<file path="src/hw/rtl/maepc_pkg.sv">
// Package: shared types, constants and register indexes of the position controller
package maepc_pkg;

  localparam int AXES_DEF       = 4;
  localparam int COUNT_BITS_DEF = 16;
  localparam int WRAP_LIMIT_DEF = 30000;
  localparam int MAX_MM_DEF     = 600;

  localparam int CFG_W     = 17;
  localparam int CFG_IDX_W = 3;
  localparam int CNT_W     = 17;
  localparam logic [CNT_W-1:0] CNT_MAX = '1;

  typedef enum logic [1:0] {
    MODE_TICK = 2'd0,
    MODE_MOVE = 2'd1,
    MODE_HOME = 2'd2,
    MODE_READ = 2'd3
  } mode_t;

  typedef enum logic [1:0] {
    ST_OK     = 2'd0,
    ST_RANGE  = 2'd1,
    ST_HOMING = 2'd2
  } status_t;

  typedef enum logic [CFG_IDX_W-1:0] {
    REG_PPMM     = 3'd0,
    REG_DEADBAND = 3'd1,
    REG_REVERSE  = 3'd2,
    REG_HOME_DIR = 3'd3,
    REG_GRACE    = 3'd4,
    REG_STALL_T  = 3'd5,
    REG_MAX_T    = 3'd6,
    REG_STALL_P  = 3'd7
  } reg_idx_t;

  // Settings shared by every lane
  typedef struct packed {
    logic [15:0]      ppmm;
    logic [9:0]       deadband;
    logic [CNT_W-1:0] grace;
    logic [CNT_W-1:0] stall_t;
    logic [CNT_W-1:0] max_t;
    logic [7:0]       stall_p;
  } lane_cfg_t;

  // Per-lane command decoded from one item
  typedef struct packed {
    logic        tick;
    logic        move;
    logic        home;
    logic [9:0]  goal;
    logic [15:0] delay;
    logic        rev;
    logic        hdir;
  } lane_cmd_t;

  // What a lane reports towards the merge stage
  typedef struct packed {
    logic        fwd;
    logic        rvs;
    logic        homing;
    logic        busy;    // homing before this item
    logic        active;
    logic [31:0] pos;
  } lane_stat_t;

endpackage

</file>
<file path="src/hw/rtl/maepc_lane.sv">
// One axis: encoder unwrap, move regulation and homing
module maepc_lane #(
  parameter int COUNT_BITS = maepc_pkg::COUNT_BITS_DEF,
  parameter int WRAP_LIMIT = maepc_pkg::WRAP_LIMIT_DEF
) (
  input  logic                   clk,
  input  logic                   rst_n,
  input  logic                   step,
  input  maepc_pkg::lane_cmd_t   cmd,
  input  maepc_pkg::lane_cfg_t   cfg,
  input  logic [COUNT_BITS-1:0]  raw,
  output maepc_pkg::lane_stat_t  stat
);
  import maepc_pkg::*;

  logic [31:0]           pos_r, pos_nxt;
  logic [COUNT_BITS-1:0] prev_r;
  logic [9:0]            goal_r;
  logic [15:0]           wait_r, wait_nxt;
  logic                  act_r, act_nxt;
  logic                  hom_r, hom_nxt;
  logic                  seen_r, seen_nxt;
  logic [31:0]           ref_r, ref_nxt;
  logic [CNT_W-1:0]      hel_r, hel_nxt, idl_r, idl_nxt;
  logic                  fwd_r, fwd_nxt, rvs_r, rvs_nxt;

  logic signed [COUNT_BITS+1:0] dlt;
  logic [31:0]                  pos_upd, dif, mag;
  logic [25:0]                  prod;
  logic signed [33:0]           err;
  logic [33:0]                  emag;
  logic                         moved, done;

  // Unwrap the raw count difference
  always_comb begin
    dlt = $signed({2'b00, raw}) - $signed({2'b00, prev_r});
    if (dlt > $signed((COUNT_BITS+2)'(WRAP_LIMIT)))
      dlt = dlt - $signed((COUNT_BITS+2)'(1) <<< COUNT_BITS);
    else if (dlt < -$signed((COUNT_BITS+2)'(WRAP_LIMIT)))
      dlt = dlt + $signed((COUNT_BITS+2)'(1) <<< COUNT_BITS);
    pos_upd = pos_r + 32'($signed(dlt));
  end

  // Regulation error and homing motion test
  always_comb begin
    prod  = 26'(goal_r) * 26'(cfg.ppmm);
    err   = $signed({16'd0, prod[25:8]}) - $signed({{2{pos_upd[31]}}, pos_upd});
    emag  = err[33] ? 34'(-err) : 34'(err);
    dif   = pos_upd - ref_r;
    mag   = dif[31] ? (32'd0 - dif) : dif;
    moved = mag > 32'(cfg.stall_p);
  end

  // Next state
  always_comb begin
    pos_nxt = pos_r; wait_nxt = wait_r; act_nxt = act_r; hom_nxt = hom_r;
    seen_nxt = seen_r; ref_nxt = ref_r; hel_nxt = hel_r; idl_nxt = idl_r;
    fwd_nxt = fwd_r; rvs_nxt = rvs_r; done = 1'b0;
    if (cmd.tick) begin
      pos_nxt = pos_upd;
      if (hom_r) begin
        hel_nxt = (hel_r < CNT_MAX) ? hel_r + 1'b1 : hel_r;
        idl_nxt = (idl_r < CNT_MAX) ? idl_r + 1'b1 : idl_r;
        if (moved) begin
          seen_nxt = 1'b1; ref_nxt = pos_upd; idl_nxt = '0;
        end
        done = (hel_nxt >= cfg.max_t) || (!seen_nxt && hel_nxt >= cfg.grace)
            || (seen_nxt && idl_nxt >= cfg.stall_t);
        if (done) begin
          hom_nxt = 1'b0; fwd_nxt = 1'b0; rvs_nxt = 1'b0; pos_nxt = '0;
        end else begin
          fwd_nxt = cmd.hdir; rvs_nxt = !cmd.hdir;
        end
      end else if (act_r) begin
        if (wait_r != '0) wait_nxt = wait_r - 1'b1;
        if (wait_nxt == '0) begin
          if (emag <= 34'(cfg.deadband)) begin
            fwd_nxt = 1'b0; rvs_nxt = 1'b0;
          end else begin
            fwd_nxt = cmd.rev ? err[33] : !err[33];
            rvs_nxt = !fwd_nxt;
          end
        end
      end
    end else if (cmd.move) begin
      wait_nxt = cmd.delay; act_nxt = 1'b1;
    end else if (cmd.home) begin
      act_nxt = 1'b0; hom_nxt = 1'b1; seen_nxt = 1'b0; ref_nxt = pos_r;
      hel_nxt = '0; idl_nxt = '0; fwd_nxt = cmd.hdir; rvs_nxt = !cmd.hdir;
    end
  end

  // State registers
  always_ff @(posedge clk) begin
    if (!rst_n) begin
      pos_r <= '0; prev_r <= '0; goal_r <= '0; wait_r <= '0; act_r <= 1'b0;
      hom_r <= 1'b0; seen_r <= 1'b0; ref_r <= '0; hel_r <= '0; idl_r <= '0;
      fwd_r <= 1'b0; rvs_r <= 1'b0;
    end else if (step) begin
      pos_r <= pos_nxt; wait_r <= wait_nxt; act_r <= act_nxt; hom_r <= hom_nxt;
      seen_r <= seen_nxt; ref_r <= ref_nxt; hel_r <= hel_nxt; idl_r <= idl_nxt;
      fwd_r <= fwd_nxt; rvs_r <= rvs_nxt;
      if (cmd.tick) prev_r <= raw;
      if (cmd.move) goal_r <= cmd.goal;
    end
  end

  // Lane report reflects state after this item; busy and pos show the state before it
  assign stat.fwd    = fwd_nxt;
  assign stat.rvs    = rvs_nxt;
  assign stat.homing = hom_nxt;
  assign stat.busy   = hom_r;
  assign stat.active = act_nxt;
  assign stat.pos    = pos_r;

endmodule

</file>
<file path="src/hw/rtl/multi_axis_encoder_position_control_top.sv">
// Top level: config registers, command decode, axis lanes and result merge
//
//  channel | direction | handshake           | payload
//  in_     | input     | in_valid / in_stall | mode, axis, dest_mm, start_delay, enc_raw_a..d
//  out_    | output    | out_valid/out_stall | fwd_drive, rev_drive, status, masks, position
//  cfg_    | input     | cfg_we              | cfg_idx, cfg_wdata
// One item per cycle while in_stall is low; every lane updates in the cycle of the transfer and
// the result is held in a one-deep output register.
// rst_n is synchronous; all axis state clears to zero, registers to defaults.
// in_stall follows out_stall only while the output register is full.
module multi_axis_encoder_position_control_top #(
  parameter int AXES       = maepc_pkg::AXES_DEF,
  parameter int COUNT_BITS = maepc_pkg::COUNT_BITS_DEF,
  parameter int WRAP_LIMIT = maepc_pkg::WRAP_LIMIT_DEF,
  parameter int MAX_MM     = maepc_pkg::MAX_MM_DEF
) (
  input  logic                                clk,
  input  logic                                rst_n,
  input  logic                                in_valid,
  output logic                                in_stall,
  input  logic [1:0]                          in_mode,
  input  logic [1:0]                          in_axis,
  input  logic [9:0]                          in_dest_mm,
  input  logic [15:0]                         in_start_delay,
  input  logic [15:0]                         in_enc_raw_a,
  input  logic [15:0]                         in_enc_raw_b,
  input  logic [15:0]                         in_enc_raw_c,
  input  logic [15:0]                         in_enc_raw_d,
  output logic                                out_valid,
  input  logic                                out_stall,
  output logic [3:0]                          out_fwd_drive,
  output logic [3:0]                          out_rev_drive,
  output logic [1:0]                          out_status,
  output logic [3:0]                          out_homing_mask,
  output logic [3:0]                          out_active_mask,
  output logic signed [31:0]                  out_position,
  input  logic                                cfg_we,
  input  logic [maepc_pkg::CFG_IDX_W-1:0]     cfg_idx,
  input  logic [maepc_pkg::CFG_W-1:0]         cfg_wdata
);
  import maepc_pkg::*;

  lane_cfg_t   cfg_r;
  logic [3:0]  revm_r, homm_r;
  logic        step, ok;
  logic [1:0]  status;
  lane_cmd_t   cmd [AXES];
  lane_stat_t  st  [AXES];
  logic [15:0] raws [4];
  logic [3:0]  fwd_m, rev_m, hom_m, act_m;
  logic [31:0] rpos;
  logic        hom_sel;

  // Configuration registers
  always_ff @(posedge clk) begin
    if (!rst_n) begin
      cfg_r.ppmm <= 16'd20462; cfg_r.deadband <= 10'd20; revm_r <= 4'hF;
      homm_r <= 4'hF; cfg_r.grace <= 17'd1200; cfg_r.stall_t <= 17'd1800;
      cfg_r.max_t <= 17'd70000; cfg_r.stall_p <= 8'd2;
    end else if (cfg_we) begin
      unique case (reg_idx_t'(cfg_idx))
        REG_PPMM:     cfg_r.ppmm     <= cfg_wdata[15:0];
        REG_DEADBAND: cfg_r.deadband <= cfg_wdata[9:0];
        REG_REVERSE:  revm_r         <= cfg_wdata[3:0];
        REG_HOME_DIR: homm_r         <= cfg_wdata[3:0];
        REG_GRACE:    cfg_r.grace    <= cfg_wdata;
        REG_STALL_T:  cfg_r.stall_t  <= cfg_wdata;
        REG_MAX_T:    cfg_r.max_t    <= cfg_wdata;
        REG_STALL_P:  cfg_r.stall_p  <= cfg_wdata[7:0];
        default: ;
      endcase
    end
  end

  assign in_stall = out_valid && out_stall;
  assign step     = in_valid && !in_stall;
  assign raws[0] = in_enc_raw_a; assign raws[1] = in_enc_raw_b;
  assign raws[2] = in_enc_raw_c; assign raws[3] = in_enc_raw_d;

  // Lanes and per-lane command decode
  always_comb begin
    hom_sel = 1'b0;
    rpos    = '0;
    for (int a = 0; a < AXES; a++) begin
      if (32'(in_axis) == a) begin
        hom_sel = st[a].busy;
        rpos    = st[a].pos;
      end
    end
    status = ST_OK;
    ok     = 1'b0;
    if (32'(in_axis) < AXES) begin
      unique case (mode_t'(in_mode))
        MODE_MOVE: begin
          if (32'(in_dest_mm) > MAX_MM) status = ST_RANGE;
          else if (hom_sel)             status = ST_HOMING;
          else                          ok = 1'b1;
        end
        MODE_HOME: begin
          if (hom_sel) status = ST_HOMING;
          else         ok = 1'b1;
        end
        default: ;
      endcase
    end
  end

  for (genvar a = 0; a < AXES; a++) begin : g_lane
    logic [COUNT_BITS-1:0] lraw;
    if (a < 4) begin : g_enc
      assign lraw = COUNT_BITS'(raws[a]);
    end else begin : g_noenc
      // No encoder field: the count stays at zero, so the position never moves
      assign lraw = '0;
    end
    always_comb begin
      cmd[a].tick  = (mode_t'(in_mode) == MODE_TICK);
      cmd[a].move  = ok && (mode_t'(in_mode) == MODE_MOVE) && (32'(in_axis) == a);
      cmd[a].home  = ok && (mode_t'(in_mode) == MODE_HOME) && (32'(in_axis) == a);
      cmd[a].goal  = in_dest_mm;
      cmd[a].delay = in_start_delay;
      cmd[a].rev   = (a < 4) ? revm_r[a % 4] : 1'b0;
      cmd[a].hdir  = (a < 4) ? homm_r[a % 4] : 1'b0;
    end
    maepc_lane #(.COUNT_BITS(COUNT_BITS), .WRAP_LIMIT(WRAP_LIMIT)) u_lane (
      .clk(clk), .rst_n(rst_n), .step(step), .cmd(cmd[a]), .cfg(cfg_r),
      .raw(lraw), .stat(st[a])
    );
  end

  // Merge lane reports into the four-bit masks
  always_comb begin
    fwd_m = '0; rev_m = '0; hom_m = '0; act_m = '0;
    for (int a = 0; a < AXES && a < 4; a++) begin
      fwd_m[a] = st[a].fwd; rev_m[a] = st[a].rvs;
      hom_m[a] = st[a].homing; act_m[a] = st[a].active;
    end
  end

  // Output register
  always_ff @(posedge clk) begin
    if (!rst_n) begin
      out_valid <= 1'b0;
    end else if (step) begin
      out_valid <= 1'b1;
    end else if (!out_stall) begin
      out_valid <= 1'b0;
    end
  end

  always_ff @(posedge clk) begin
    if (step) begin
      out_fwd_drive   <= fwd_m;
      out_rev_drive   <= rev_m;
      out_status      <= status;
      out_homing_mask <= hom_m;
      out_active_mask <= act_m;
      out_position    <= (mode_t'(in_mode) == MODE_READ && 32'(in_axis) < AXES)
                         ? rpos : '0;
    end
  end

endmodule

</file>
<file path="config.mk">
export PLATFORM = sky130hd
export DESIGN_NAME = multi_axis_encoder_position_control_top
export DESIGN_NICKNAME = d
export VERILOG_FILES = /design/src/hw/rtl/maepc_pkg.sv /design/src/hw/rtl/maepc_lane.sv /design/src/hw/rtl/multi_axis_encoder_position_control_top.sv
export SDC_FILE = /design/constraint.sdc
export NUM_CORES = 2
export LEC_CHECK = 0
export ABC_CLOCK_PERIOD_IN_PS = 17940
export BUFFER_PORTS_ARGS = -buffer_cell sky130_fd_sc_hd__buf_2
export CAP_MARGIN = 20
export CORE_MARGIN = 10
export CORE_UTILIZATION = 30
export CTS_BUF_LIST = sky130_fd_sc_hd__clkbuf_4
export DETAILED_ROUTE_END_ITERATION = 8
export PLACE_DENSITY = 0.42
export SYNTH_ARGS = -nofsm -noshare
export SYNTH_HDL_FRONTEND = slang
export SYNTH_SLANG_ARGS = --single-unit
</file>
<file path="constraint.sdc">
create_clock -name clk -period 17.94 [get_ports clk]
set_input_delay 5.382 -clock clk [delete_from_list [all_inputs] [get_ports clk]]
set_output_delay 5.382 -clock clk [all_outputs]
set_load 0.005 [all_outputs]
</file>
==> flow_summary.yaml <==
run_status:
  status: "completed"
worst_setup_path:
  required_ps: 19100
  slowest_delay_ps: 500
  critPathMaxFanout: 8
  crit_start: "in_enc_raw_c[0]"
  arrival_ps: 18480
  crit_top_cell: "o21a_1"
  crit_type: "primary input to flop"
  slowest_stage: "or4_1"
  crit_path_start_kind: "primary input"
  r2r-start: "cfg_r[72]"
  cp-end-kind: "flop"
timing:
  maxSlewHeadroom: 0.217
  finalHoldViolCount: 0
  setup_viol: 0
  tightest_slew_ps: 1170
  max_freq_mhz: 57.8
  min_period_ps: 17320
  fin_skew_ps: 193
  slew_viol_final: 0
  finalWorstSetupSlack_ps: 624
  hold_ws_ps: 460
  period_share: 0.965
yosys:
  synthTopCellsByCount: "1327 x nand2_1, 959 x inv_1, 925 x ha_1"
  synthMostInstantiatedCell: "nand2_1"
  syn_area_per_cell_um2: 7.93
  yosys_warnings: 0
  synth_seq_area_share: 0.168
  synth_area_leaders: "dfxtp_1 15%, ha_1 13%, fa_1 10%"
  mappedNetlistArea_mm2: 0.0895
  ys_ff_latch: 724
  synth_top_area_cell: "dfxtp_1"
  synth_cells: 11300
  synth_top_area_frac: 0.151
  ys_async_sr_fraction: 0
  synth_edf_count: 50
  ys.flop_type: "dfxtp_1"
  syn_nets: 12800
  synth_cell_types: 135
floorplanning:
  initial_core_util: 0.301
  die_area_mm2: 0.320
  core_region_area_mm2: 0.297
  die_h_um: 566
  num_io_pins: 171
  die_w_um: 566
  std_cell_rows: 200
grt:
  antenna_found_initial: 40
  grt_overflow_total: 0
  grt_pass1_wl_um: 536000
  grt.total_usage: 0.213
  grt_pass1_vias: 86000
  grt_max_degree: 213
clock_network:
  htreeDepth: 4
  clockBufferDepth: 4
  clk-insertion-delay-late_ps: 1330
  cts_tree: "built"
  path_clk_slew_ps: 60
  cts_buffers: 232
  clock_sinks: 724
  cts_root_buf: "clkbuf_4"
power_and_ir_drop:
  peakVddDrop_v: 0.0000513
  p_sw_frac: 0.471
  p_switching_mw: 4.65
  power_frac_seq: 0.178
  p_int_mw: 5.21
  power_mw: 9.86
  power.density_mw_per_mm2: 93.2
  p_leak_nw: 48.0
  clkPwrFrac: 0.174
  p_comb_frac: 0.648
detailed_routing:
  wl_um: 359000
  vias: 87500
  vias_per_cell: 5.31
  drt_iter0_markers: 6145
  dr.pass1.iters: 6
  wl_per_cell_um: 21.8
  route.detailed.drc: 0
  antenna_left: 0
placement:
  io_buffers: 170
  dp.final_hpwl_um: 284000
  gp_congestion: 0.918
  dp_cells: 16000
  pre_cts_ws_ps: -1420
hold_path:
  min-delay-start: "g_lane[3].u_lane.prev_r[4]"
  hp-class: "flop to flop"
layout:
  drive_above_1_share: 0.163
  fin_nets: 13800
  final_cells: 16500
  area_delta_synth_final_pct: 18.2
run:
  cap_violations: 0
-- repair_timing --
action / in CTS / in global routing
hold buffers: 0 / 0
setup buffers: 0 / 14
endpoints found under the setup margin: 32 / 152
gates resized for setup: 1 / 119
pin swaps: 0 / 33
hold endpoints to repair: 0 / 0
cloned: 0 / 7
-- layout by cell type, fill, tap and decap left out, types with 76 or more instances in the layout --
cell / count
and3_1: 109
a31oi_1: 102
o211ai_1: 93
clkbuf_4: 330
nand3_1: 246
o21ai_0: 439
nand4_1: 133
xnor2_1: 394
mux2i_1: 188
nor2b_1: 276
a21o_1: 217
a22o_1: 106
buf_4: 1142
nor2_1: 702
xor2_1: 190
and2_1: 391
inv_1: 957
or3_1: 86
nor3_1: 264
ha_1: 924
a21oi_1: 554
o211a_1: 116
fa_1: 452
a21boi_0: 199
nand2b_1: 120
o21a_1: 194
nor4_1: 76
dfxtp_1: 674
buf_2: 169
nand2_1: 1325
a22oi_1: 85
-- stage by stage --
step	setup TNS [ps]	utilization	instance area, um2
after global routing	-187	0.356	106000
after detailed placement	-143780	0.344	102000
after global placement	-122980	0.344	102000
after CTS	0	0.353	105000
after floorplan	-209	-	89500
final	0	0.356	106000
-- area by class of cell --
cell class,instances,area [um2]
Clock buffer,330,2480
Fill cell,31400,191000
Tap cell,3939,4930
Antenna cell,19,47.5
Timing Repair Buffer,1332,9850
Sequential cell,724,15000
Clock inverter,78,318
Inverter,965,3630
Multi-Input combinational cell,9086,69500
-- worst max-delay path, delay by kind of cell --
| kind | cells | cell delay, ps |
|---|---|---|
| AOI/OAI and AO/OA | 42 | 7280 |
| xor gates and xnor gates | 2 | 520 |
| and+or+nand+nor | 11 | 2040 |
| muxes | 2 | 300 |
| buffers and inverters | 7 | 1080 |
| adders and majority gates | 6 | 1820 |
-- kinds of logic after synthesis --
| family | share of synthesized area |
|---|---|
| mux | 0.0322 |
| compound gates | 0.223 |
| buf+inv | 0.0634 |
| flops | 0.168 |
| xor+xnor | 0.0597 |
| simple gates | 0.223 |
| fa+ha+maj | 0.231 |
-- power groups by stage --
stage | clock network [mW] | logic (mW) | registers (mW)
floorplan | 0 | 3.82 | 1.73
finish | 1.72 | 6.39 | 1.75
detailed placement | 0 | 6.22 | 1.79
CTS | 1.79 | 6.26 | 1.75
global route | 1.87 | 7.03 | 1.75
global placement | 0 | 6.18 | 1.79
-- state kept, by name, summed over array words and instances (netlist names), 4 cells and up --
register              cells
g_lane.u_lane.wait_r     64
g_lane.u_lane.seen_r      4
out_fwd_drive             4
g_lane.u_lane.hom_r       4
g_lane.u_lane.rvs_r       4
out_rev_drive             4
out_active_mask           4
revm_r                    4
cfg_r                    85
homm_r                    4
g_lane.u_lane.act_r       4
g_lane.u_lane.pos_r     128
g_lane.u_lane.ref_r     128
g_lane.u_lane.hel_r      68
g_lane.u_lane.fwd_r       4
g_lane.u_lane.prev_r     64
out_homing_mask           4
out_position             32
g_lane.u_lane.goal_r     40
g_lane.u_lane.idl_r      68
-- final timing paths --
kind,slack [ps],cells after the start,end
setup / recovery,620,70,g_lane[2].u_lane.pos_r[11]
hold / removal,460,2,g_lane[3].u_lane.prev_r[4]
setup reg to reg,3520,50,out_rev_drive[2]
hold reg to reg,460,2,g_lane[3].u_lane.prev_r[4]
-- metal layers --
| metal | share of wire | vias up | global-route usage | routed length, um |
|---|---|---|---|---|
| met5 | 0.00053 | - | 0 | 191 |
| li1 | - | 42100 | - | - |
| met2 | 0.47 | 2280 | 0.362 | 167000 |
| met3 | 0.059 | 499 | 0.0289 | 21200 |
| met1 | 0.44 | 42600 | 0.282 | 159000 |
| met4 | 0.031 | 22 | 0.0612 | 11300 |
No activity file was read; power rests on OpenSTA's default activity.
